## config.mk

```make
export PLATFORM = sky130hd
export DESIGN_NAME = rtm_luma
export DESIGN_NICKNAME = d
export VERILOG_FILES = /design/src/sv/rtm_pkg.sv /design/src/sv/rtm_luma.sv
export SDC_FILE = /design/constraint.sdc
export NUM_CORES = 2
export LEC_CHECK = 0
export BUFFER_PORTS_ARGS = -buffer_cell sky130_fd_sc_hd__buf_2
export CORE_UTILIZATION = 45
export DETAILED_ROUTE_END_ITERATION = 6
export GPL_TIMING_DRIVEN = 0
export HOLD_SLACK_MARGIN = 0.05
export PLACE_DENSITY_LB_ADDON = 0.25
export REMOVE_ABC_BUFFERS = 1
export SETUP_SLACK_MARGIN = 0.5
export SYNTH_ARGS = -nofsm -noshare
export SYNTH_HDL_FRONTEND = slang
export SYNTH_SLANG_ARGS = --single-unit
```

## constraint.sdc

```tcl
create_clock -name clk_i -period 4.85 [get_ports clk_i]
set_clock_uncertainty 0.15 [all_clocks]
set_input_delay 0.7275 -clock clk_i [delete_from_list [all_inputs] [get_ports clk_i]]
set_output_delay 0.7275 -clock clk_i [all_outputs]
set_load 0.005 [all_outputs]
```

## src/sv/rtm_pkg.sv

```systemverilog
// Shared types and constants for the Reinhard tone-mapping pixel pipeline.
`timescale 1ns / 1ps

package rtm_pkg;

  localparam int unsigned NUM_CH = 3;

  // Quotient bits of the final divide, one per pipeline step.
  localparam int unsigned DIV_STEPS = 8;

  typedef logic [15:0] lin_t;     // Q0.16 channel, Q8.8 radiance or gain
  typedef logic [31:0] scaled_t;  // Q16.16 scene value
  typedef logic [32:0] den_t;     // 1 + luminance, Q16.16 with carry bit
  typedef logic [39:0] num_t;     // 255 * scaled value
  typedef logic [7:0]  byte_t;

  typedef lin_t  [NUM_CH-1:0] lin_pix_t;
  typedef scaled_t [NUM_CH-1:0] scaled_pix_t;
  typedef byte_t [NUM_CH-1:0] byte_pix_t;

  // Rec.709 luminance weights in Q0.16, red at index zero. They sum to one.
  localparam logic [NUM_CH-1:0][15:0] LUMA_W = {16'd4732, 16'd46871, 16'd13933};

  localparam den_t  FIX_ONE   = 33'h0_0001_0000;
  localparam byte_t BYTE_FULL = 8'hFF;
  localparam logic [15:0] GAIN_RESET = 16'h0100;

endpackage

```

## src/sv/rtm_luma.sv

```systemverilog
// Luminance stages: weighted channel products, then the 1 + L denominator.
`timescale 1ns / 1ps

module rtm_luma import rtm_pkg::*; (
  input  logic        clk_i,
  input  logic        rst_ni,
  input  logic        en_i,
  input  logic        vld_i,
  input  scaled_pix_t scaled_i,
  output logic        vld_o,
  output scaled_pix_t scaled_o,
  output den_t        den_o
);

  logic                    vld3_q, vld4_q;
  logic [NUM_CH-1:0][47:0] wp_q;
  scaled_pix_t             s3_q, s4_q;
  den_t                    den_q, den_d;

  // The weights sum to exactly one, so the weighted sum stays below 2^48.
  always_comb begin
    logic [47:0] sum;
    sum   = wp_q[0] + wp_q[1] + wp_q[2];
    den_d = FIX_ONE + {1'b0, sum[47:16]};
  end

  always_ff @(posedge clk_i or negedge rst_ni) begin
    if (!rst_ni) begin
      vld3_q <= 1'b0;
      vld4_q <= 1'b0;
    end else if (en_i) begin
      vld3_q <= vld_i;
      vld4_q <= vld3_q;
    end
  end

  always_ff @(posedge clk_i) begin
    if (en_i) begin
      for (int c = 0; c < NUM_CH; c++) begin
        wp_q[c] <= 48'(LUMA_W[c]) * 48'(scaled_i[c]);
      end
      s3_q  <= scaled_i;
      s4_q  <= s3_q;
      den_q <= den_d;
    end
  end

  assign vld_o    = vld4_q;
  assign scaled_o = s4_q;
  assign den_o    = den_q;

endmodule

```

==> metrics.txt <==
Vias/cell=5.11; DR vias=26100; nets=5152; drt first pass iters=5; input/output buffers=229; vias in the first global route=27100; final hold violation count=0; synthesized instance count=3487; FF+latch count, synth=360; WP data arrival=6320 ps; Slew @ Worst Pin=734 ps; Area growth, synth to finish=24.1%; Filler Cell Count=7270; delay-heaviest family, CP=adder cells; Seq/Total Area, Yosys=27.2%; Post-synth EDFFs=358; gpl congestion=0.892; crit-path max FO=7; crit share post-route=126%; top sig layer=met4; Mean Syn Cell Area=about 11 µm²; Longest Clk Path Bufs=3; Finished Layout Cells=5115; worst path bufs/invs=6; Async S/R FF share, synth=0.556%; min cycle time layout=just over 6000 ps; Synth Flop Type=edfxtp_1; CP Class=input port to register; overall die height=between 200 and 300 µm; ant diodes=0; initial DRC count=1244; outcome=finished with violations; core area=87200 µm²; Yosys top cell area share=28.8%; dpl hpwl=71100 µm; Clock Latency Late Sink=610 ps; Initial Util=a little under half; required time worst endpoint=5040 ps; WL per Instance=17.9 µm; failing checks=negative setup slack; number of remaining DRC errors=0; initial antenna violation count=2; Core Rows=around 110; RSZ-0062 raised after global routing=yes; Setup crit start kind=input port; GR Overflow Total=0; met2 wire length=45100 µm; max_cap viols=0; DR WL met3=3670 µm; CP Capture Type=register; most common cell in the netlist=inv_1; Final ANT Viol Nets=0; Routed WL=91400 µm; Synth area leaders=fa_1, edfxtp_1, ha_1; H-tree depth=2; Highest Clock Rate=163 MHz; Final setup violation count=80; Yosys cell types=69; worst min-delay path class=input port to register; num ports=230; Post-synth top cells=inv_1, fa_1, ha_1, edfxtp_1, a21oi_1; first-pass GRT wire length=144000 µm; GRT Util Overall=around a fifth; placed cells=4852; Root Driver=clkbuf_16; normalized max-slew margin=50.9%; CTS tree=yes; Final Util=a little under three fifths; cell at the slowest stage of the critical path=fa_2; largest net degree at the start of global routing=between 100 and 150; CTS Buf Count=44; Met1 Routed Length=approximately 40000 µm; die area=89600 µm²; Sink Count=360; crit-path max cell delay=about 570 ps; Worst-path clk slew=approximately 60 ps; share of cells above drive strength 1=between 20% and 30%; synth warn=0; cell accounting for the most synthesized area=fa_1; Cell Area, Synth=39800 µm²; Die Wd=299 µm; worst setup margin=-1280 ps; Final Max Slew Viols=0
-- area by class of cell --
cell class	count	area (µm²)	share of cell area [%]
Clock buffer	53	1180	2.38
Clock inverter	27	268	0.543
Inverter	853	3210	6.50
Multi-Input combinational cell	2252	29100	58.9
Sequential cell	360	10800	21.9
Tap cell	1155	1450	2.93
Timing Repair Buffer	415	3370	6.84
-- layer usage --
layer	track usage, %	vias up
li1	-	12400
met1	28.1	13200
met2	34.3	442
met3	2.65	135
met4	5.77	0
met5	0	-
-- per-stage QoR --
step / worst slack [ps] / hold slack, ps / area (µm²) / TNS (ps)
after detailed placement: -2880 / 255 / 42400 / -148440
after floorplan: -1710 / 250 / 39700 / -65320
after CTS: -1360 / 143 / 47200 / -38920
after global placement: -2920 / 250 / 42300 / -987450
final: -1280 / 187 / 49400 / -48880
after global routing: -1410 / 155 / 49400 / -58980
-- flip-flops by register name, summed over array words and instances (netlist names) --
signal    cells
den_o        33
s3_q         95
scaled_o     96
vld3_q        1
vld_o         1
wp_q        134
-- timing repair --
item	in CTS	in global routing
hold buffers	1	0
endpoints found under the setup margin	118	114
buffers inserted	88	94
resized for setup	576	291
pin swaps	188	238
endpoints found under the hold margin	2	0
-- worst paths after layout --
check | startpoint | to | slack [ps] | depth (start not counted)
worst max-delay path | scaled_i[39] | wp_q[94] | -1280 | 25
worst min-delay path | scaled_i[8] | s3_q[8] | 190 | 1
worst max register to register | wp_q[28] | den_o[31] | -10 | 13
worst min register to register | s3_q[18] | scaled_o[18] | 260 | 0
max in group asynchronous | rst_ni | vld3_q | 4150 | 2
min in group asynchronous | rst_ni | vld_o | 300 | 2
-- worst register-to-register path: cells and delay by family, from the launching register on --
family / cells / cell delay [ps]
fa+ha+maj: 2 / 880
xor+xnor: 1 / 160
simple gates: 5 / 2120
flops: 1 / 440
compound gates: 5 / 850
-- cell families after synthesis --
logic type	Yosys count	share of synthesized area, %
compound gates	517	8.41
xor+xnor	211	4.65
fa+ha+maj	1133	46.4
buf+inv	875	8.27
flops	360	27.2
mux	4	0.107
simple gates	387	5.01
-- cell usage in the layout, fill, tap and decap left out, drive strengths merged, types with 8 or more instances in the layout --
| cell | count |
|---|---|
| a211oi | 21 |
| a21o | 92 |
| a21oi | 171 |
| a221oi | 8 |
| and2 | 12 |
| and3 | 25 |
| buf | 412 |
| clkbuf | 55 |
| clkinv | 15 |
| edfxtp | 358 |
| fa | 572 |
| ha | 554 |
| inv | 857 |
| nand2 | 92 |
| nand2b | 32 |
| nand3 | 37 |
| nand4 | 14 |
| nor2 | 76 |
| nor2b | 31 |
| nor3 | 25 |
| nor4 | 8 |
| o211ai | 12 |
| o21a | 28 |
| o21ai | 85 |
| o21bai | 19 |
| or3 | 8 |
| xnor2 | 134 |
| xor2 | 77 |
Power is left out: the tool's default activity adds up to more than one toggle a clock period on the data nets, which glitch-free logic cannot reach.
