`config.mk`:
```
export PLATFORM = sky130hd
export DESIGN_NAME = rtm_scale
export DESIGN_NICKNAME = d
export VERILOG_FILES = /design/src/sv/rtm_pkg.sv /design/src/sv/rtm_scale.sv
export SDC_FILE = /design/constraint.sdc
export NUM_CORES = 2
export LEC_CHECK = 0
export BUFFER_PORTS_ARGS = -buffer_cell sky130_fd_sc_hd__buf_4
export CELL_PAD_IN_SITES_DETAIL_PLACEMENT = 0
export CELL_PAD_IN_SITES_GLOBAL_PLACEMENT = 2
export CORE_AREA = 10 10 501 503
export DETAILED_ROUTE_END_ITERATION = 10
export DIE_AREA = 0 0 511 513
export PLACE_DENSITY = 0.6
export SLEW_MARGIN = 20
export SYNTH_ARGS = -nofsm -noshare
export SYNTH_HDL_FRONTEND = slang
export SYNTH_SLANG_ARGS = --single-unit
```
`constraint.sdc`:
```
create_clock -name clk_i -period 7.2 [get_ports clk_i]
set_clock_uncertainty 0.1 [all_clocks]
set_input_delay 2.16 -clock clk_i [delete_from_list [all_inputs] [get_ports clk_i]]
set_output_delay 2.16 -clock clk_i [all_outputs]
set_load 0.01 [all_outputs]
```
`src/sv/rtm_pkg.sv`:
```
// Shared types and constants for the Reinhard tone-mapping pixel pipeline.
`timescale 1ns / 1ps

package rtm_pkg;

  localparam int unsigned NUM_CH = 3;

  // Quotient bits of the final divide, one per pipeline step.
  localparam int unsigned DIV_STEPS = 8;

  typedef logic [15:0] lin_t;     // Q0.16 channel, Q8.8 radiance or gain
  typedef logic [31:0] scaled_t;  // Q16.16 scene value
  typedef logic [32:0] den_t;     // 1 + luminance, Q16.16 with carry bit
  typedef logic [39:0] num_t;     // 255 * scaled value
  typedef logic [7:0]  byte_t;

  typedef lin_t  [NUM_CH-1:0] lin_pix_t;
  typedef scaled_t [NUM_CH-1:0] scaled_pix_t;
  typedef byte_t [NUM_CH-1:0] byte_pix_t;

  // Rec.709 luminance weights in Q0.16, red at index zero. They sum to one.
  localparam logic [NUM_CH-1:0][15:0] LUMA_W = {16'd4732, 16'd46871, 16'd13933};

  localparam den_t  FIX_ONE   = 33'h0_0001_0000;
  localparam byte_t BYTE_FULL = 8'hFF;
  localparam logic [15:0] GAIN_RESET = 16'h0100;

endpackage

```
`src/sv/rtm_scale.sv`:
```
// Exposure stages: radiance times gain, then each channel times that product.
`timescale 1ns / 1ps

module rtm_scale import rtm_pkg::*; (
  input  logic        clk_i,
  input  logic        rst_ni,
  input  logic        en_i,
  input  logic        vld_i,
  input  lin_pix_t    chan_i,
  input  lin_t        rad_i,
  input  lin_t        gain_i,
  output logic        vld_o,
  output scaled_pix_t scaled_o
);

  logic        vld1_q, vld2_q;
  lin_pix_t    chan1_q;
  logic [31:0] rg_q;
  scaled_pix_t s_q, s_d;

  // The 48-bit product shifted down by 16 always fits in Q16.16, so the
  // saturation of the scaled value can never trigger.
  always_comb begin
    logic [47:0] prod;
    for (int c = 0; c < NUM_CH; c++) begin
      prod   = 48'(chan1_q[c]) * 48'(rg_q);
      s_d[c] = prod[47:16];
    end
  end

  always_ff @(posedge clk_i or negedge rst_ni) begin
    if (!rst_ni) begin
      vld1_q <= 1'b0;
      vld2_q <= 1'b0;
    end else if (en_i) begin
      vld1_q <= vld_i;
      vld2_q <= vld1_q;
    end
  end

  always_ff @(posedge clk_i) begin
    if (en_i) begin
      chan1_q <= chan_i;
      rg_q    <= 32'(rad_i) * 32'(gain_i);
      s_q     <= s_d;
    end
  end

  assign vld_o    = vld2_q;
  assign scaled_o = s_q;

endmodule

```
==> key figures <==
Logic synthesis
  • Adder-cell share of the synthesized area: 57.9%
  • Cells after Synth: 6426
  • Post-Syn Area per Cell: 9.31 µm²
  • Simple-gate share of the synthesized area: 16.0%
  • Yosys cell types: 66
  • Post-synth net total: 8410
  • Seq/Total Area, Yosys: 8.91%
  • Xor/xnor share of the synthesized area: 1.71%
  • Post-Syn Area: 59800 µm²
  • #FFs+latches synth: 178
  • Top FF cell, synth: edfxtp_1
  • Compound-Gate Fraction of Synth Area: 3.47%
  • Yosys warnings: 0
  • Main combinational cell family by area after synthesis: adder cells
  • EDFF count, synth: 176
  • Post-synth ARST share: 1.12%
  • Mux contribution to synthesized area: 0.0376%

Final layout
  • Fraction of layout instances using a drive strength above 1: 9.96%
  • Final net count: 8650
  • Fin util: 28.6%
  • Layout overhead on the synthesized area: 15.0%

GRT
  • Vias in the first global route: 47.6k
  • Initial antenna violation count: 6
  • First-pass GRT wire length: 293000 µm
  • Gr usage total: 14.4%
  • GRT overflow: 0
  • Pin count of the biggest net entering global routing: 90

Timing
  • Worst slew margin: 30.8%
  • RSZ-0062 raised after global routing: true
  • Fmax: 0.140 GHz
  • Final worst setup slack: 0.0463 ns
  • Setup TNS: 0 ns
  • Worst Tran Pin Value: 1.04 ns
  • Fin. max-slew vios: 0
  • Fin. Hold Viols: 0
  • Final worst path period need: 7.15 ns
  • Min Hold Slack: 0.414 ns
  • # setup viols final: 0
  • Post-route clock period utilization: 99.4%

Drt
  • DRC Markers: 0
  • Post-route ant nets: 0
  • Via Count: 42.0k
  • Vias/cell: 4.26
  • M1 wire length: 86300 µm
  • Highest routed layer: met5
  • WL met2: 92800 µm
  • Routed WL: 188000 µm
  • Met3 WL: 4900 µm
  • TritonRoute pass-1 iters: 7
  • DRT iter0 DRCs: 1696
  • Post-DR wirelength/cell: 19.0 µm

Die
  • Initial Util: 24.9%
  • FP Rows: 180
  • Die width: 511 µm
  • Die area: 262000 µm²
  • Die Ht: 513 µm
  • IO Pins: 181
  • Core ar.: 240000 µm²

Run status
  • Outcome: finished, final reports clean

Worst setup path
  • Crit-path max FO: 7
  • CP Class: in -> reg
  • Reg2Reg Depth: 24
  • CP required: 7.43 ns
  • CP endpoint: rg_q[29]$_DFFE_PP_
  • Reg-to-reg startpoint: rg_q[14]$_DFFE_PP_
  • RR Endpoint: scaled_o[89]$_DFFE_PP_
  • Crit path DAT: 7.38 ns
  • Worst setup startpoint: rad_i[8]
  • Startpoint Class: input port
  • Slack of the worst reg-to-reg path: 0.25 ns
  • Critical Path Sink Type: flip-flop

Place
  • Port bufs: 180
  • Final GP Congestion: 0.808
  • Place WS: -0.775 ns
  • DP HPWL: 144000 µm

Min path
  • Hold/Removal Path Class: reg -> reg
  • Hold path depth: 1

Run
  • Max Cap Violations: 0

CTS
  • Root Buffer: clkbuf_16
  • Clock buffer depth: 2
  • Skew-Pair Late Insertion Delay: 0.60 ns
  • CTS tree: done
  • CTS buffer count: 17
  • Reg clk slew, reported paths: 0.09 ns
  • Clk sinks: 178
  • H-Tree Level Count: 4
==> cells in the mapped netlist (5+ instances only) <==
cell	n	area, µm²
o2111ai_1	6	52.6
nor3_1	14	70.1
nand4_1	15	93.8
xor2_1	43	377
and2_1	726	4540
ha_1	455	5690
buf_1	15	56.3
nand2b_1	12	75.1
and3_1	10	62.6
o21ai_1	16	80.1
a21o_1	64	480
xnor2_1	74	648
nand2_1	1104	4140
a21oi_1	100	500
o211ai_1	5	37.5
inv_1	1582	5940
edfxtp_1	176	5290
a31oi_1	8	50.1
o21bai_1	11	82.6
o21ai_0	30	150
nand3_1	24	120
fa_1	1445	28900
o31ai_1	9	67.6
clkbuf_1	320	1200
nor2b_1	9	56.3
and4_1	5	43.8
o21a_1	14	105
nor2_1	62	233
==> how the worst min path moves through the flow <==
stage / slack (ns) / end / start
after CTS: 0.42 / vld1_q$_DFFE_PN0P_ / vld1_q$_DFFE_PN0P_
final: 0.41 / vld1_q$_DFFE_PN0P_ / vld1_q$_DFFE_PN0P_
after detailed placement: 0.40 / vld1_q$_DFFE_PN0P_ / vld1_q$_DFFE_PN0P_
after global routing: 0.43 / vld_o$_DFFE_PN0P_ / vld1_q$_DFFE_PN0P_
after global placement: 0.38 / vld_o$_DFFE_PN0P_ / vld1_q$_DFFE_PN0P_
after floorplan: 0.37 / vld1_q$_DFFE_PN0P_ / vld1_q$_DFFE_PN0P_
==> placed cells by master, fill, tap and decap left out, types with 6 or more instances in the layout <==
master | synthesis | routed
buf_4 | 0 | 466
ha_1 | 455 | 449
inv_8 | 0 | 6
clkbuf_16 | 0 | 24
o21ai_2 | 2 | 7
edfxtp_1 | 176 | 176
and3_1 | 10 | 10
o21ai_0 | 30 | 27
inv_1 | 1582 | 1579
buf_12 | 0 | 74
buf_8 | 0 | 6
xor2_1 | 43 | 43
nor3_1 | 14 | 13
xnor2_1 | 74 | 74
a21oi_1 | 100 | 91
nand2_1 | 1104 | 1096
o21ai_1 | 16 | 12
a21o_1 | 64 | 63
o21a_1 | 14 | 14
nand4_1 | 15 | 15
nor2b_1 | 9 | 9
nand3_1 | 24 | 23
a31oi_1 | 8 | 8
o21bai_1 | 11 | 11
fa_1 | 1445 | 1442
nor2_1 | 62 | 60
a21oi_2 | 3 | 12
and2_1 | 726 | 726
nand2b_1 | 12 | 11
==> kinds of logic (layout without fill, tap and decap cells) <==
| kind of cell | Yosys count | after routing |
|---|---|---|
| AND/OR/NAND/NOR | 1998 | 1998 |
| buffers and inverters | 1919 | 2172 |
| adder cells (fa/ha/maj) | 1900 | 1900 |
| AO/OA/AOI/OAI | 312 | 312 |
| flip-flops | 178 | 178 |
| XOR/XNOR | 117 | 117 |
| multiplexers | 2 | 2 |
| other | 0 | 5 |
==> registers in the layout, summed over array words and instances (netlist names) <==
name / cells
vld_o: 1
rg_q: 32
vld1_q: 1
scaled_o: 96
chan1_q: 48
==> per-stage QoR <==
step,instances,area (µm²)
after floorplan,6426,60000
after global placement,9805,67500
after detailed placement,9807,67500
after CTS,9842,68200
after global routing,9865,68800
final,9869,68800
==> final cells by class <==
class	instances	area (µm²)
Fill cell	25500	171000
Multi-Input combinational cell	4329	47700
Inverter	1582	5940
Sequential cell	178	5340
Timing Repair Buffer	558	5300
Tap cell	3185	3990
Clock buffer	17	425
Clock inverter	15	166
Antenna cell	5	12.5
==> worst max-delay path, stage by stage <==
cell	delay [ns]
buf_12	0.09
nand2_4	0.05
fa_1	0.54
inv_2	0.04
fa_1	0.53
inv_1	0.05
fa_1	0.47
fa_1	0.51
fa_1	0.43
fa_1	0.51
inv_2	0.05
ha_4	0.21
a21o_1	0.17
a21o_1	0.18
a21oi_2	0.17
buf_4	0.15
o21ai_4	0.06
a2111oi_4	0.37
nor3_2	0.09
nor2_1	0.17
o21ai_1	0.11
a31oi_1	0.17
xnor2_1	0.08
==> per-layer routing <==
layer | up-vias | track usage, %
met5 | - | 0
met4 | 2 | 3.27
met3 | 134 | 1.45
met2 | 535 | 25.2
met1 | 22300 | 19.2
li1 | 19100 | -
==> repair_timing <==
action,4_1_cts,5_1_grt
setup buffers,3,15
gates resized for setup,14,65
gates cloned,0,7
pin swaps,7,36
endpoints found under the setup margin,9,36
hold buffers,0,0
Power is left out: the tool's default activity adds up to more than one toggle a clock period on the data nets, which glitch-free logic cannot reach.
