**src/sv/rtm_pkg.sv**
```systemverilog
// Shared types and constants for the Reinhard tone-mapping pixel pipeline.
`timescale 1ns / 1ps

package rtm_pkg;

  localparam int unsigned NUM_CH = 3;

  // Quotient bits of the final divide, one per pipeline step.
  localparam int unsigned DIV_STEPS = 8;

  typedef logic [15:0] lin_t;     // Q0.16 channel, Q8.8 radiance or gain
  typedef logic [31:0] scaled_t;  // Q16.16 scene value
  typedef logic [32:0] den_t;     // 1 + luminance, Q16.16 with carry bit
  typedef logic [39:0] num_t;     // 255 * scaled value
  typedef logic [7:0]  byte_t;

  typedef lin_t  [NUM_CH-1:0] lin_pix_t;
  typedef scaled_t [NUM_CH-1:0] scaled_pix_t;
  typedef byte_t [NUM_CH-1:0] byte_pix_t;

  // Rec.709 luminance weights in Q0.16, red at index zero. They sum to one.
  localparam logic [NUM_CH-1:0][15:0] LUMA_W = {16'd4732, 16'd46871, 16'd13933};

  localparam den_t  FIX_ONE   = 33'h0_0001_0000;
  localparam byte_t BYTE_FULL = 8'hFF;
  localparam logic [15:0] GAIN_RESET = 16'h0100;

endpackage

```
**src/sv/rtm_div.sv**
```systemverilog
// Clamp and restoring divide, one quotient bit per stage, for all three channels.
`timescale 1ns / 1ps

module rtm_div import rtm_pkg::*; (
  input  logic        clk_i,
  input  logic        rst_ni,
  input  logic        en_i,
  input  logic        vld_i,
  input  scaled_pix_t scaled_i,
  input  den_t        den_i,
  output logic        vld_o,
  output byte_pix_t   byte_o
);

  logic [DIV_STEPS:0]                    vld_q;
  den_t [DIV_STEPS:0]                    den_q;
  logic [DIV_STEPS:0][NUM_CH-1:0]        sat_q;
  logic [DIV_STEPS:0][NUM_CH-1:0][39:0]  rem_q;
  logic [DIV_STEPS:0][NUM_CH-1:0][7:0]   quo_q;

  always_ff @(posedge clk_i or negedge rst_ni) begin
    if (!rst_ni) begin
      vld_q <= '0;
    end else if (en_i) begin
      vld_q <= {vld_q[DIV_STEPS-1:0], vld_i};
    end
  end

  // Entry stage: a channel at or above the denominator clamps to full scale;
  // otherwise the numerator 255 * s is below 255 * D and the quotient fits.
  always_ff @(posedge clk_i) begin
    if (en_i) begin
      den_q[0] <= den_i;
      for (int c = 0; c < NUM_CH; c++) begin
        sat_q[0][c] <= {1'b0, scaled_i[c]} >= den_i;
        rem_q[0][c] <= {scaled_i[c], 8'h00} - {8'h00, scaled_i[c]};
        quo_q[0][c] <= '0;
      end
    end
  end

  for (genvar j = 0; j < DIV_STEPS; j++) begin : g_step
    localparam int unsigned Bit = DIV_STEPS - 1 - j;
    num_t                          dsh;
    logic [NUM_CH-1:0][39:0]       rem_d;
    logic [NUM_CH-1:0][7:0]        quo_d;

    always_comb begin
      dsh = num_t'({7'h00, den_q[j]} << Bit);
      for (int c = 0; c < NUM_CH; c++) begin
        rem_d[c] = rem_q[j][c];
        quo_d[c] = quo_q[j][c];
        if (rem_q[j][c] >= dsh) begin
          rem_d[c]      = rem_q[j][c] - dsh;
          quo_d[c][Bit] = 1'b1;
        end
      end
    end

    always_ff @(posedge clk_i) begin
      if (en_i) begin
        den_q[j+1] <= den_q[j];
        sat_q[j+1] <= sat_q[j];
        rem_q[j+1] <= rem_d;
        quo_q[j+1] <= quo_d;
      end
    end
  end

  always_comb begin
    for (int c = 0; c < NUM_CH; c++) begin
      byte_o[c] = sat_q[DIV_STEPS][c] ? BYTE_FULL : quo_q[DIV_STEPS][c];
    end
  end

  assign vld_o = vld_q[DIV_STEPS];

  // After the last step the remainder of an unclamped channel is below D; red is checked.
  assert property (@(posedge clk_i) disable iff (!rst_ni)
    vld_q[DIV_STEPS] && !sat_q[DIV_STEPS][0] |->
      {1'b0, rem_q[DIV_STEPS][0]} < {8'h00, den_q[DIV_STEPS]})
    else $error("rtm_div: red remainder not below denominator");

  // An unclamped channel is strictly below one, so its quotient is at most 254; green is checked.
  assert property (@(posedge clk_i) disable iff (!rst_ni)
    vld_q[DIV_STEPS] && !sat_q[DIV_STEPS][1] |-> quo_q[DIV_STEPS][1] != BYTE_FULL)
    else $error("rtm_div: green quotient reached full scale without clamp");

endmodule

```
**config.mk**
```make
export PLATFORM = sky130hd
export DESIGN_NAME = rtm_div
export DESIGN_NICKNAME = d
export VERILOG_FILES = /design/src/sv/rtm_pkg.sv /design/src/sv/rtm_div.sv
export SDC_FILE = /design/constraint.sdc
export NUM_CORES = 2
export LEC_CHECK = 0
export BUFFER_PORTS_ARGS = -buffer_cell sky130_fd_sc_hd__buf_2
export CORE_UTILIZATION = 59
export DETAILED_ROUTE_END_ITERATION = 6
export HOLD_SLACK_MARGIN = 0.12
export PLACE_DENSITY = 0.75
export SETUP_SLACK_MARGIN = 0.1
export SYNTH_ARGS = -nofsm -noshare
export SYNTH_HDL_FRONTEND = slang
export SYNTH_SLANG_ARGS = --single-unit
```
**constraint.sdc**
```tcl
create_clock -name clk_i -period 3.5 [get_ports clk_i]
set_clock_uncertainty 0.1 [all_clocks]
set_input_delay 1.05 -clock clk_i [delete_from_list [all_inputs] [get_ports clk_i]]
set_output_delay 1.05 -clock clk_i [all_outputs]
set_load 0.005 [all_outputs]
```
==> impl_metrics.ini, run 1 <==
[floorplanning]
rows = 147
die_w_um = 404.5
die_h_um = 404.5
ioPinCount = 158
initial_utilization = 0.5947

[logic_synthesis]
yosysWarnings = 0
synth-xor-area-share = 0.06761
synth-seq-cells = 1368
synth_top_family_by_area = compound AO/OA/AOI/OAI gates
synth-main-ff-cell = edfxtp_1
synth_enable_flop_cells = 1359
synth-compound-area-share = 0.1976
yosysSeqAreaShare = 0.4292
synth_area_sq_mm = 0.09560
ys_types = 98
avgSynthCellArea_sq_um = 9.878
synth_adder_area_share = 0.1304
async_flop_share = 0.006579
syn_inst = 9678
synth_nets = 10800
yosys.area_share.simple = 0.1266
synth_mux_area_frac = 0.01304

[clock_network]
cts_buffers = 150
cts-htree-levels = 4
root_buffer = clkbuf_16
cts.sinks = 1368
cts_max_path_buffers = 3

[global_route]
grt_max_degree = 86
grt-ovfl-total = 628
grt_pass1_vias = 109800
grt_usage = 0.5945
grt_pass1_wl_um = 727100

[status]
status = aborted with a tool error
tool.error = [ERROR GRT-0116] Global routing finished with congestion. Check the congestion regions in the DRC Viewer.
haltStage = global routing

[placement]
io_buffers = 157
place_hpwl_um = 267000
place.gp.congestion = 1.044
postPlaceCellArea_sq_mm = 0.1145
[per-stage QoR]
stage / setup WS (ns) / std cells
2_1_floorplan: -0.007073 / 9678
3_3_place_gp: -0.7694 / 13760
3_5_place_dp: -0.8915 / 13760
4_1_cts: -0.4955 / 14430
[cell usage after synthesis, types with 136 or more instances]
| master | count | area (sq um) |
|---|---|---|
| a21o_1 | 522 | 3919 |
| a21oi_1 | 927 | 4639 |
| clkbuf_1 | 233 | 874.6 |
| edfxtp_1 | 1359 | 40810 |
| ha_1 | 963 | 12050 |
| inv_1 | 615 | 2308 |
| nand2_1 | 885 | 3322 |
| nand3_1 | 164 | 820.8 |
| nand4_1 | 152 | 950.9 |
| nor2_1 | 591 | 2218 |
| nor3_1 | 136 | 680.7 |
| o21ai_0 | 793 | 3969 |
| xnor2_1 | 437 | 3827 |
| xor2_1 | 301 | 2636 |
[metal layers]
metal  GRT overflow  track usage
met5              0       0.2043
met4            241       0.6003
met1             11       0.5746
met2            368       0.8478
met3              8       0.3403
[kinds of logic after synthesis]
group	after synthesis
buffers and inverters	893
adder cells (fa/ha/maj)	984
AO/OA/AOI/OAI	3034
multiplexers	112
flip-flops	1368
XOR/XNOR	738
AND/OR/NAND/NOR	2549
[repair_timing]
item,4_1_cts
gates cloned,56
setup endpoints to repair,775
pin swaps,499
hold buffers,1
setup buffers,356
hold endpoints to repair,9
resized for setup,1477
==> run 2: changes to the inputs <==
- CORE_UTILIZATION: 59 -> 40
- HOLD_SLACK_MARGIN: 0.12 -> default
- PLACE_DENSITY: 0.75 -> default
- PLACE_DENSITY_LB_ADDON: default -> 0.15
- SETUP_SLACK_MARGIN: 0.1 -> default
- clock period: 3.5 -> 4.55 ns (I/O delays scaled with it)
==> run 2 against run 1 <==
Net effect:
- the run now ends clean
- area after synthesis unchanged
- synthesized cell count unchanged
==> impl_metrics.ini, run 2 <==
[global_route]
grt-ovfl-total = 0
grt_usage = 0.2680
antenna_found_initial = 4
grt_max_degree = 108
grt_pass1_vias = 78280
grt_pass1_wl_um = 482200

[setup_path]
crit_chain = ha_1, inv_1, fa_1, a21oi_1, o221ai_1, a221o_1, a2bb2oi_1, a221oi_1, buf_4, o2111ai_1, nand2_1, nor4_1, a2111oi_0, buf_4, xor2_1
setup.worst_path.class = flip-flop to flip-flop
critical_path.reg2reg.endpoint = rem_q[838]
rr_startpoint = den_q[165]
cp_data_arrival_time_ns = 4.84
rr_worst_depth = 15
r2r_setup_slack_ns = 0.18
crit_path_start_kind = flip-flop
cpPeakStageDelay_ns = 0.52
cp_slowest_cell = a221o_1
path_max_fanout = 4
required_ns = 5.02
critical-path-top-cell-by-count = buf_4
critPathCaptureType = flip-flop

[floorplanning]
die_area_sq_mm = 0.2410
ioPinCount = 158
rows = 179
die_w_um = 490.9
fp.coreArea_sq_mm = 0.2376
die_h_um = 490.9
initial_utilization = 0.4023

[logic_synthesis]
synthTopCellsByArea = edfxtp_1 (43%), ha_1 (13%), a21oi_1 (4.9%)
syn_inst = 9678
yosys.area_share.simple = 0.1266
avgSynthCellArea_sq_um = 9.878
synth_mux_area_frac = 0.01304
synth-xor-area-share = 0.06761
synth_top_family_by_area = compound AO/OA/AOI/OAI gates
synth-main-ff-cell = edfxtp_1
synth_enable_flop_cells = 1359
synth.largest_area_cell = edfxtp_1
synth_top_area_share = 0.4269
ys_types = 98
synth_adder_area_share = 0.1304
post-synth-top-count-cell = edfxtp_1
synth_area_sq_mm = 0.09560
yosysSeqAreaShare = 0.4292
synth_commonest_cells = edfxtp_1 (1359), ha_1 (963), a21oi_1 (927)
synth-seq-cells = 1368
synth_nets = 10800
yosysWarnings = 0
async_flop_share = 0.006579
synth-compound-area-share = 0.1976

[route]
drt_wl_total_um = 329300
avgRoutedWirePerCell_um = 24.31
drt_iter0_drc = 4633
first_pass_iters = 5
drc = 0
routed_via_density = 5.595
ant_nets = 0
num_vias = 75800

[status]
status = finished, final reports clean

[cells_and_area]
largest_register_ffs = 960
drive_above_1_share = 0.1120
instances_no_fill = 13550
fin_util = 0.4608
finalNetCount = 11360
top_register = rem_q
fillCellCount = 22380
areaGrowthSynthToFinish_pct = 14.53
final_common_cell = edfxtp_1
final_cell_mix = edfxtp_1 (1359), ha_1 (963), a21oi_1 (925)

[sta]
post-route-period-util = 0.9607
rsz0062_at_grt = false
timing.final.hold_violations = 0
tightest_slew_ns = 0.9638
fin_crit_ns = 4.371
slew_headroom = 0.3507
clock.fmax_mhz = 228.8
drv_slew = 0
finalSetupViolCount = 0
hold_ws_ns = 0.2668
setup_slack_ns = 0.1789

[placement]
pre_cts_ws_ns = -0.2210
place_hpwl_um = 275200
io_buffers = 157
place.gp.congestion = 0.9771
dp_cells = 13250

[run]
max-cap-violations = 0

[power_and_ir_drop]
p_per_area_mw_per_mm2 = 635.7
vdd_drop_max_mv = 0.3556
cellLeakagePower_uw = 0.04569

[clock_network]
cts_max_path_buffers = 3
post_cts_buffers = 0
worst_skew_pair.late_latency_ns = 0.86
clk_pin_slew_ns = 0.06
cts_tree = built
cts_buffers = 162
cts-htree-levels = 4
root_buffer = clkbuf_16
cts.sinks = 1368

[worst_hold_path]
hold_class = input pin to async pin
run 2: cell counts after synthesis:
Identical to the previous run, type by type.
run 2: worst max-delay path by stage:
| stage | depth (start not counted) | from | end | slack, ns |
|---|---|---|---|---|
| after floorplan | 12 | scaled_i[72] | rem_q[114] | 0.38 |
| after global placement | 16 | scaled_i[64] | rem_q[108] | -0.26 |
| after detailed placement | 16 | scaled_i[64] | rem_q[108] | -0.22 |
| after CTS | 15 | den_q[132] | rem_q[635] | 0.09 |
| after global routing | 17 | den_q[198] | rem_q[877] | 0.01 |
| final | 15 | den_q[165] | rem_q[838] | 0.18 |
run 2: power breakdown:
part           leakage, uW  total (uW)  internal, uW  switching, uW
sequential          0.0133       22000         19400           2680
combinational       0.0297       34100         14000          20100
clock              0.00267       13500          7780           5700
run 2: logic make-up (layout without fill, tap and decap cells):
group                    Yosys count  count (layout)
multiplexers                     112             112
adder cells (fa/ha/maj)          984             984
buffers and inverters            893            1592
AO/OA/AOI/OAI                   3034            3034
AND/OR/NAND/NOR                 2549            2549
XOR/XNOR                         738             738
flip-flops                      1368            1368
other                              0               3
run 2: layout make-up:
class                           instances  area [sq um]  area share
Clock inverter                        117          1446     0.01321
Clock buffer                          179          4118     0.03761
Antenna cell                            3         7.507  0.00006856
Inverter                              619          2323     0.02122
Multi-Input combinational cell       7417         51360      0.4691
Tap cell                             3167          3963     0.03619
Sequential cell                      1368         41030      0.3748
Timing Repair Buffer                  677          5243     0.04788
run 2: what timing repair did:
action	in CTS	in global routing
endpoints found under the setup margin	0	8
hold buffers	0	0
gates resized for setup	0	7
run 2: worst max-delay path: cells and delay by family, from the launching register on:
family	cells	cell delay [ns]
adder cells (fa/ha/maj)	2	0.59
AO/OA/AOI/OAI	7	2.24
XOR/XNOR	1	0.05
AND/OR/NAND/NOR	2	0.22
flip-flops	1	0.43
buffers and inverters	3	0.47
run 2: per-layer routing:
metal  part of all wire  global-route usage
met1               0.39              0.2911
met2               0.51              0.5003
met3              0.027             0.02419
met4              0.069              0.1640
met5                  0                   0
run 2: per-stage QoR:
step / TNS, ns / cell area (sq um) / power [uW]
after global placement: -1.093 / 103900 / 55770
after global routing: 0 / 109500 / 74070
after CTS: 0 / 109500 / 69800
after floorplan: 0 / 95600 / 43740
final: 0 / 109500 / 69610
after detailed placement: -0.8970 / 103900 / 56050
No activity file was read; power rests on OpenSTA's default activity.
