[src/sv/rtm_pkg.sv]
// Shared types and constants for the Reinhard tone-mapping pixel pipeline.
`timescale 1ns / 1ps

package rtm_pkg;

  localparam int unsigned NUM_CH = 3;

  // Quotient bits of the final divide, one per pipeline step.
  localparam int unsigned DIV_STEPS = 8;

  typedef logic [15:0] lin_t;     // Q0.16 channel, Q8.8 radiance or gain
  typedef logic [31:0] scaled_t;  // Q16.16 scene value
  typedef logic [32:0] den_t;     // 1 + luminance, Q16.16 with carry bit
  typedef logic [39:0] num_t;     // 255 * scaled value
  typedef logic [7:0]  byte_t;

  typedef lin_t  [NUM_CH-1:0] lin_pix_t;
  typedef scaled_t [NUM_CH-1:0] scaled_pix_t;
  typedef byte_t [NUM_CH-1:0] byte_pix_t;

  // Rec.709 luminance weights in Q0.16, red at index zero. They sum to one.
  localparam logic [NUM_CH-1:0][15:0] LUMA_W = {16'd4732, 16'd46871, 16'd13933};

  localparam den_t  FIX_ONE   = 33'h0_0001_0000;
  localparam byte_t BYTE_FULL = 8'hFF;
  localparam logic [15:0] GAIN_RESET = 16'h0100;

endpackage

[src/sv/rtm_skid.sv]
// Output register with a one-entry skid stage that decouples the two ready paths.
`timescale 1ns / 1ps

module rtm_skid import rtm_pkg::*; (
  input  logic      clk_i,
  input  logic      rst_ni,
  input  logic      vld_i,
  input  byte_pix_t data_i,
  output logic      rdy_o,
  output logic      vld_o,
  output byte_pix_t data_o,
  input  logic      rdy_i
);

  logic      out_vld_q, skid_vld_q;
  byte_pix_t out_q, skid_q;
  logic      take_out, accept;

  assign rdy_o    = !skid_vld_q;
  assign accept   = vld_i && rdy_o;
  assign take_out = rdy_i || !out_vld_q;

  always_ff @(posedge clk_i or negedge rst_ni) begin
    if (!rst_ni) begin
      out_vld_q  <= 1'b0;
      skid_vld_q <= 1'b0;
    end else if (take_out) begin
      if (skid_vld_q) begin
        skid_vld_q <= 1'b0;
      end else begin
        out_vld_q <= vld_i;
      end
    end else if (accept) begin
      skid_vld_q <= 1'b1;
    end
  end

  always_ff @(posedge clk_i) begin
    if (take_out) begin
      out_q <= skid_vld_q ? skid_q : data_i;
    end else if (accept) begin
      skid_q <= data_i;
    end
  end

  assign vld_o  = out_vld_q;
  assign data_o = out_q;

  // The skid entry is only ever filled behind a full output register.
  assert property (@(posedge clk_i) disable iff (!rst_ni)
    skid_vld_q |-> out_vld_q)
    else $error("rtm_skid: skid entry held with empty output");

  assert property (@(posedge clk_i) disable iff (!rst_ni)
    $rose(skid_vld_q) |-> $past(out_vld_q && !rdy_i && vld_i))
    else $error("rtm_skid: skid filled without a stalled request");

  // A held skid entry moves to the output as soon as the output is taken.
  assert property (@(posedge clk_i) disable iff (!rst_ni)
    skid_vld_q && rdy_i |=> out_vld_q && data_o == $past(skid_q))
    else $error("rtm_skid: skid entry not forwarded");

endmodule

[config.mk]
export PLATFORM = sky130hd
export DESIGN_NAME = rtm_skid
export DESIGN_NICKNAME = d
export VERILOG_FILES = /design/src/sv/rtm_pkg.sv /design/src/sv/rtm_skid.sv
export SDC_FILE = /design/constraint.sdc
export NUM_CORES = 1
export LEC_CHECK = 0
export ABC_CLOCK_PERIOD_IN_PS = 2300
export BUFFER_PORTS_ARGS = -buffer_cell sky130_fd_sc_hd__buf_2
export CORE_UTILIZATION = 46
export CTS_CLUSTER_DIAMETER = 40
export CTS_CLUSTER_SIZE = 28
export DETAILED_ROUTE_END_ITERATION = 6
export GPL_ROUTABILITY_DRIVEN = 0
export GPL_TIMING_DRIVEN = 1
export PLACE_DENSITY = 0.77
export SETUP_SLACK_MARGIN = 0.05
export SLEW_MARGIN = 40
export SYNTH_ARGS = -nofsm -noshare
export SYNTH_HDL_FRONTEND = slang
export SYNTH_SLANG_ARGS = --single-unit
[constraint.sdc]
create_clock -name clk_i -period 2.3 [get_ports clk_i]
set_input_delay 0.23 -clock clk_i [delete_from_list [all_inputs] [get_ports clk_i]]
set_output_delay 0.23 -clock clk_i [all_outputs]
set_load 0.02 [all_outputs]
==> results of run 1 <==
==> registers in the layout, summed over array words and instances, names as in the netlist <==
signal,count
skid_q,24
data_o,24
skid_vld_q,1
vld_o,1
==> cell type report <==
type	count	area, sq um
inverters	2	7.51
multi-input cells	31	377
clock inverters	2	37.5
repair buffers	58	305
fillers	321	1650
well taps	50	62.6
flip-flops and latches	50	1490
clock buffers	6	72.6
==> stage by stage <==
step | instances | total power [W]
floorplan | 86 | 0.00131
global placement | 190 | 0.00139
detailed placement | 190 | 0.00139
CTS | 199 | 0.00199
global route | 199 | 0.00204
finish | 199 | 0.00197
==> report_power, final <==
| group | internal, W | switching (W) | leakage, nW |
|---|---|---|---|
| combinational | 0.000116 | 0.000152 | 0.411 |
| clock | 0.000324 | 0.000276 | 0.0514 |
| sequential | 0.00108 | 0.0000179 | 0.487 |
==> final timing paths <==
kind,start,end,cells after the start
max in group asynchronous,rst_ni,skid_vld_q,2
hold reg to reg,skid_q[19],data_o[19],1
min in group asynchronous,rst_ni,vld_o,2
hold / removal,data_i[7],skid_q[7],1
setup reg to reg,skid_vld_q,skid_q[1],3
setup / recovery,skid_vld_q,rdy_o,3
==> kinds of logic after synthesis <==
kind of cell	synth area share, %
DFF	77.5
muxes	17.6
AOI/OAI and AO/OA	0.260
and+or+nand+nor	1.63
buffers and inverters	3.06
==> cell usage in the layout (no fill, tap or decap) <==
master / count
buf_4: 4
and2b_1: 1
inv_1: 2
o21ai_0: 1
bufinv_16: 1
clkbuf_1: 1
edfxtp_1: 48
clkinvlp_4: 1
nor2_2: 1
buf_2: 53
mux2_2: 6
mux2_4: 18
clkbuf_8: 5
nor2_1: 2
dfrtp_1: 2
nand2b_1: 2
dlygate4sd3_1: 1
==> routing by layer <==
metal  wire length, microns  vias up
met5                      0        -
met2                   1490       37
li1                       -      450
met4                     48        0
met3                    208        6
met1                   1200      438
==> worst max-delay path: cells and delay by family, from the launching register on <==
kind | cells | cell delay, ps
buf+inv | 3 | 620
flops | 1 | 340
==> out/summary.txt, run 1 <==
Mapped Cells: 86
Worst setup EP type: output pin
Clock Latency Late Sink: 300 ps
max_slew headroom: 71.7%
Core Box Area: 4000 sq um
Worst Path Arrival: 1260 ps
Top Ports: 54
# Max-Cap Violations: 0
initial antenna violation count: 0
register bit count reported by yosys: 50
Power Density: 837 nW/um^2
Initial DRC Count: 31
placed cell area: 2230 sq um
Setup violations, final: 0
period utilisation layout: 65.0%
antenna fix cells: 0
Post-Syn Nets: 114
slew at the pin with the worst max-slew slack: 424 ps
M3 GR Usage: 5.82%
reg2reg setup slack: 920 ps
Netlist Area Pre-Place: 1920 sq um
Post-DRT Antenna Nets: 0
CTS tree: done
RSZ-0062 raised after global routing: false
total negative setup slack: 0 ps
post-route cell area: 2350 sq um
# Post-CTS Setup Buffers: 0
crit path kind: reg -> out
Slowest cell on crit path: buf_4
gr ovfl total: 0
register area share after synthesis: 77.5%
met1 Use GR: 15.3%
post-synth cell types: 11
Util after Layout: 58.8%
Place WS: 886 ps
Pleak: 0.949 nW
hpwl dp: 2070 microns
Routed Wire Length: 2940 microns
vias per cell: 4.68
CP Data Required Time: 2070 ps
die footprint: 4450 sq um
vias in the first global route: 954
Max FO, Critical Path: 27
final worst slack: 806 ps
clock sinks: 50
CTS Buf Count: 5
Die Ht: 66.7 microns
Worst-path clk slew: 90 ps
post-CTS resize count: 0
leading area contributor after synthesis: edfxtp_1
Period minus WS final: 1490 ps
Syn. warnings: 0
via count: 931
Hold Buf Count CTS: 1
global-route usage over all layers: 14.5%
clk root buf: clkbuf_8
type of origin of the critical path: flip-flop
Commonest cells post-synth: edfxtp_1, mux2_4, mux2_2
first-pass GRT wire length: 4490 microns
DIE WIDTH: 66.7 microns
grt met2 use: 25.5%
cell chain of the critical path: buf_4, inv_1, buf_2
largest net degree at the start of global routing: 28
# DRC: 0
worst clock skew: 5.61 ps
layout cells sized above 1: 59.7%
Fmax: 669 MHz
first-pass detailed-route iteration total: 4
Synth Area per Inst: 22.4 sq um
Post-synth EDFFs: 48
Main synth FF type: edfxtp_1
Starting Density: 48.1%
status: finished, final reports clean
Async SR Flop Fraction: 4.00%
dominant cells by area after synthesis: edfxtp_1, mux2_4, mux2_2
gr busiest metal: met2
Net count, final: 176
maximum root-to-sink buffer count: 2
FP Rows: 23
Worst VDD drop: 0.488 mV
Area Overhead vs Synth: 22.3%
Wirelength per Cell: 14.8 microns
htree depth: 2
CP max stage delay: 380 ps
count leader, synth: edfxtp_1
WHS: 114 ps
Yosys top cell area share: 74.9%
Final Hold Viols: 0
IO Port Bufs: 53
worst min-delay path class: in -> reg
count of final max-slew check failures: 0
No activity file was read; power rests on OpenSTA's default activity.
==> inputs of run 2 (changes only) <==
--- a/config.mk
+++ b/config.mk
@@ -5,7 +5,7 @@
 export SDC_FILE = /design/constraint.sdc
 export NUM_CORES = 1
 export LEC_CHECK = 0
-export ABC_CLOCK_PERIOD_IN_PS = 2300
+export ABC_CLOCK_PERIOD_IN_PS = 1300
 export BUFFER_PORTS_ARGS = -buffer_cell sky130_fd_sc_hd__buf_2
 export CORE_UTILIZATION = 46
 export CTS_CLUSTER_DIAMETER = 40
==> constraint.sdc (replaced) <==
create_clock -name clk_i -period 1.3 [get_ports clk_i]
set_input_delay 0.13 -clock clk_i [delete_from_list [all_inputs] [get_ports clk_i]]
set_output_delay 0.13 -clock clk_i [all_outputs]
set_load 0.02 [all_outputs]
==> run 2 against run 1 <==
  * Critical path depth is the same
  * Highest routed layer unchanged
  * Clock-buffer cell count is 1 lower
  * Routed wire length up 9.6%
==> out/summary.txt, run 2 (synthesized netlist as in run 1, its figures left out) <==
Worst path depth: 3
Routed Wire Length: 3220 microns
Setup crit start: skid_vld_q
Period minus WS final: 1240 ps
cell chain of the critical path: nand2b_4, nor2_4, buf_6
initial antenna violation count: 0
FP Rows: 23
clock sinks: 50
Util after Layout: 61.7%
Critical R2R Capture: skid_q[13]
post-route cell area: 2470 sq um
CP Data Required Time: 1310 ps
Die Ht: 66.7 microns
Post-DRT Antenna Nets: 0
# Max-Cap Violations: 0
Net count, final: 181
fillers: 296
gr ovfl total: 0
P_int: 0.00273 W
Worst VDD drop: 0.924 mV
Area Overhead vs Synth: 28.3%
Core Box Area: 4000 sq um
via count: 955
total negative setup slack: 0 ps
slew at the pin with the worst max-slew slack: 188 ps
Slowest cell on crit path: dfrtp_2
Worst setup EP type: flip-flop
clk root buf: clkbuf_8
Max FO, Critical Path: 8
Initial DRC Count: 24
Pleak: 1.00 nW
Wirelength per Cell: 15.9 microns
count of final max-slew check failures: 0
maximum root-to-sink buffer count: 2
Starting Density: 48.1%
status: finished, final reports clean
CTS tree: done
max_slew headroom: 87.3%
die footprint: 4450 sq um
reg2reg setup slack: 60 ps
Final Power: 0.00351 W
Crit path max-delay family: flip-flops
most common cell after layout, fill and taps aside: buf_2
antenna fix cells: 0
worst clock skew: 5.42 ps
first-pass detailed-route iteration total: 4
Fmax: 806 MHz
Power Density: 1420 nW/um^2
# DRC: 0
type of origin of the critical path: flip-flop
worst min-delay path class: in -> reg
Place WS: 42.6 ps
CP max stage delay: 480 ps
Setup violations, final: 0
global-route usage over all layers: 16.3%
timing endpoint of the critical path: skid_q[13]
IO Port Bufs: 53
final worst slack: 59.7 ps
first-pass GRT wire length: 4930 microns
power share of the clock group: 28.9%
Top Ports: 54
layout cells sized above 1: 64.1%
Final Hold Viols: 0
DIE WIDTH: 66.7 microns
Clock Latency Late Sink: 290 ps
Worst-path clk slew: 80 ps
commonest non-fill, non-tap cells in the layout: buf_2, edfxtp_1, mux2_4, mux2_2, clkbuf_8
vias per cell: 4.70
crit path kind: reg -> reg
combinational fraction of design power: 15.3%
CTS Buf Count: 5
htree depth: 2
WP buf/inv: 1
# Post-CTS Setup Buffers: 0
worst reg2reg path depth: 3
largest net degree at the start of global routing: 15
vias in the first global route: 1,005
Worst Path Arrival: 1250 ps
Seq pwr share: 55.8%
Switch Pwr: 0.000785 W
RSZ-0062 raised after global routing: true
period utilisation layout: 95.4%
placed cell area: 2310 sq um
r2r startpoint: skid_vld_q
sw frac: 22.3%
hpwl dp: 2250 microns
[run 2: cell types whose count changed in the layout (fill, tap and decap cells not counted), moves of 2 or more]
cell	previous run	this run
nand2b_4	0	2
nand2b_1	2	0
buf_6	0	4
dfrtp_2	0	2
dfrtp_1	2	0
buf_12	0	2
[run 2: layer usage]
| metal | routed length (microns) | share of wire, % | global-route usage [%] | up-vias |
|---|---|---|---|---|
| met5 | 0 | 0 | 0 | - |
| li1 | - | - | - | 462 |
| met1 | 1330 | 41 | 19.2 | 454 |
| met4 | 22 | 0.68 | 6.38 | 0 |
| met3 | 220 | 6.8 | 6.68 | 2 |
| met2 | 1650 | 51 | 26.3 | 37 |
[run 2: stage by stage]
step / hold WS (ps) / instances
global route: 1.17 / 203
detailed placement: -78.7 / 194
floorplan: -166 / 86
global placement: -84.3 / 194
CTS: 12.1 / 202
finish: 22.0 / 203
[run 2: timing repair]
action                     CTS  global route
setup endpoints to repair    9            16
hold buffers                 1             0
cloned                       0             1
pin swaps                    0             1
resized for setup            2             6
hold endpoints to repair     2             0
[run 2: final cells by class]
cell class | count | area, sq um | share of cell area (%)
well taps | 50 | 62.6 | 2.53
clock buffers | 5 | 68.8 | 2.79
repair buffers | 63 | 403 | 16.3
flip-flops and latches | 50 | 1490 | 60.5
clock inverters | 2 | 33.8 | 1.37
multi-input cells | 31 | 397 | 16.1
inverters | 2 | 10.0 | 0.405
[run 2: worst min path at each step]
stage	start	end	slack, ps	cells past startpoint
2_1_floorplan	rst_ni	skid_vld_q	-170	0
6_report	data_i[23]	skid_q[23]	20	1
4_1_cts	data_i[1]	skid_q[1]	10	1
3_3_place_gp	rst_ni	skid_vld_q	-80	1
3_5_place_dp	rst_ni	skid_vld_q	-80	1
5_1_grt	data_i[19]	skid_q[19]	1	1
[run 2: power by group through the flow]
stage / clock network, W / registers, W / logic, W
after floorplan: 0 / 0.00211 / 0.000215
after global placement: 0 / 0.00199 / 0.000501
after detailed placement: 0 / 0.00199 / 0.000519
after CTS: 0.00104 / 0.00196 / 0.000524
after global routing: 0.00111 / 0.00197 / 0.000576
final: 0.00101 / 0.00196 / 0.000538
==> inputs of run 3 (changes only) <==
--- a/config.mk
+++ b/config.mk
@@ -13,7 +13,7 @@
 export DETAILED_ROUTE_END_ITERATION = 6
 export GPL_ROUTABILITY_DRIVEN = 0
 export GPL_TIMING_DRIVEN = 1
-export PLACE_DENSITY = 0.77
+export PLACE_DENSITY = 0.75
 export SETUP_SLACK_MARGIN = 0.05
 export SLEW_MARGIN = 40
 export SYNTH_ARGS = -nofsm -noshare
==> run 3 against run 2 <==
  * Sequential power barely moved
  * Highest routed layer unchanged
  * Largest cell class unchanged
  * Critical path type is now reg -> out
  * Critical path depth did not move
  * Routed wire length fell by 5.2%
  * Final cell count fell by 0.49%
  * Combinational power fell by 2%
  * Sequential share of layout area rose by 0.34 points
==> out/summary.txt, run 3 (synthesized netlist as in run 1, its figures left out) <==
status: finished, final reports clean
non-filler cells, final: 202
clk root buf: clkbuf_8
type of origin of the critical path: flip-flop
cell chain of the critical path: buf_12, inv_1, buf_4
Power Density: 1440 nW/um^2
IO Port Bufs: 53
Period minus WS final: 1230 ps
CP max stage delay: 460 ps
via count: 957
Worst Path Arrival: 1100 ps
largest net degree at the start of global routing: 20
fillers: 301
Seq pwr share: 55.5%
P_int: 0.00273 W
slew at the pin with the worst max-slew slack: 158 ps
Fmax: 813 MHz
Final Hold Viols: 0
Area Overhead vs Synth: 27.6%
first-pass detailed-route iteration total: 4
power share of the clock group: 29.6%
Worst VDD drop: 1.04 mV
CTS tree: done
# DRC: 0
Max FO, Critical Path: 10
FP Rows: 23
DIE WIDTH: 66.7 microns
CP Data Required Time: 1170 ps
Top Ports: 54
Wirelength per Cell: 15.1 microns
maximum root-to-sink buffer count: 2
Die Ht: 66.7 microns
commonest non-fill, non-tap cells in the layout: buf_2, edfxtp_1, mux2_4, mux2_2, clkbuf_8
Setup violations, final: 0
Switch Pwr: 0.000792 W
Crit path max-delay family: flip-flops
Worst setup EP type: output pin
combinational fraction of design power: 14.9%
max_slew headroom: 89.4%
gr ovfl total: 0
Placed Instances: 192
hpwl dp: 2210 microns
worst clock skew: 4.88 ps
crit path kind: reg -> out
sw frac: 22.5%
vias per cell: 4.74
WP buf/inv: 3
CTS Buf Count: 5
RSZ-0062 raised after global routing: true
Core Box Area: 4000 sq um
worst min-delay path class: in -> reg
# Max-Cap Violations: 0
Worst-path clk slew: 80 ps
Post-DRT Antenna Nets: 0
layout cells sized above 1: 63.8%
global-route usage over all layers: 15.0%
htree depth: 2
Pleak: 0.994 nW
Clock Latency Late Sink: 300 ps
die footprint: 4450 sq um
period utilisation layout: 94.6%
antenna fix cells: 0
vias in the first global route: 988
most common cell after layout, fill and taps aside: buf_2
Net count, final: 179
Final Power: 0.00352 W
initial antenna violation count: 0
clock sinks: 50
Util after Layout: 61.4%
Initial DRC Count: 25
Slowest cell on crit path: dfrtp_2
Starting Density: 48.1%
Routed Wire Length: 3050 microns
first-pass GRT wire length: 4670 microns
count of final max-slew check failures: 0
run 3: changes by cell type in the layout (fill, tap and decap cells not counted):
| cell | before | now |
|---|---|---|
| clkinv_1 | 1 | 0 |
| buf_12 | 2 | 3 |
| inv_4 | 1 | 0 |
| inv_1 | 1 | 2 |
| clkinv_2 | 0 | 2 |
| buf_4 | 3 | 4 |
| buf_6 | 4 | 0 |
run 3: final cells by class:
class,count,area [sq um],share of cell area (%)
clock buffers,5,68.8,2.80
clock inverters,3,40.0,1.63
inverters,2,7.51,0.306
multi-input cells,31,397,16.2
flip-flops and latches,50,1490,60.9
well taps,50,62.6,2.55
repair buffers,61,385,15.7
run 3: path summary, 6_finish.rpt:
check | from | to | cells past startpoint | slack, ps
min in group asynchronous | rst_ni | vld_o | 2 | 150
max in group asynchronous | rst_ni | skid_vld_q | 2 | 1040
setup / recovery | skid_vld_q | rdy_o | 3 | 70
setup reg to reg | skid_vld_q | data_o[12] | 2 | 70
hold reg to reg | skid_q[16] | data_o[16] | 1 | 550
hold / removal | data_i[1] | skid_q[1] | 1 | 20
run 3: metal layers:
| metal | wire, microns | GRT usage [%] | vias up | share of wire (%) |
|---|---|---|---|---|
| li1 | - | - | 458 | - |
| met1 | 1230 | 17.8 | 464 | 40 |
| met2 | 1630 | 24.7 | 28 | 53 |
| met3 | 153 | 3.42 | 7 | 5.0 |
| met4 | 48 | 8.78 | 0 | 1.6 |
| met5 | 0 | 0 | - | 0 |
run 3: metrics by stage:
stage / setup WS (ps) / setup TNS (ps) / area, sq um / hold WS, ps
2_1_floorplan: -154 / -3690 / 1950 / -166
3_3_place_gp: 120 / 0 / 2310 / -78.0
3_5_place_dp: 75.9 / 0 / 2310 / -78.3
4_1_cts: 29.7 / 0 / 2430 / 11.7
5_1_grt: 32.8 / 0 / 2450 / 3.83
6_report: 70.3 / 0 / 2450 / 18.2
run 3: repair_timing:
action / 4_1_cts / 5_1_grt
pin swaps: 0 / 1
endpoints found under the setup margin: 1 / 19
buffers inserted: 0 / 0
cloned: 0 / 1
gates resized for setup: 0 / 2
hold buffers: 1 / 0
hold endpoints to repair: 2 / 0
run 3: power by group through the flow:
stage	combinational, W	sequential [W]	clock (W)
after global placement	0.000502	0.00199	0
after CTS	0.000519	0.00196	0.00106
final	0.000525	0.00196	0.00104
after floorplan	0.000215	0.00211	0
after global routing	0.000558	0.00197	0.00113
after detailed placement	0.000517	0.00199	0
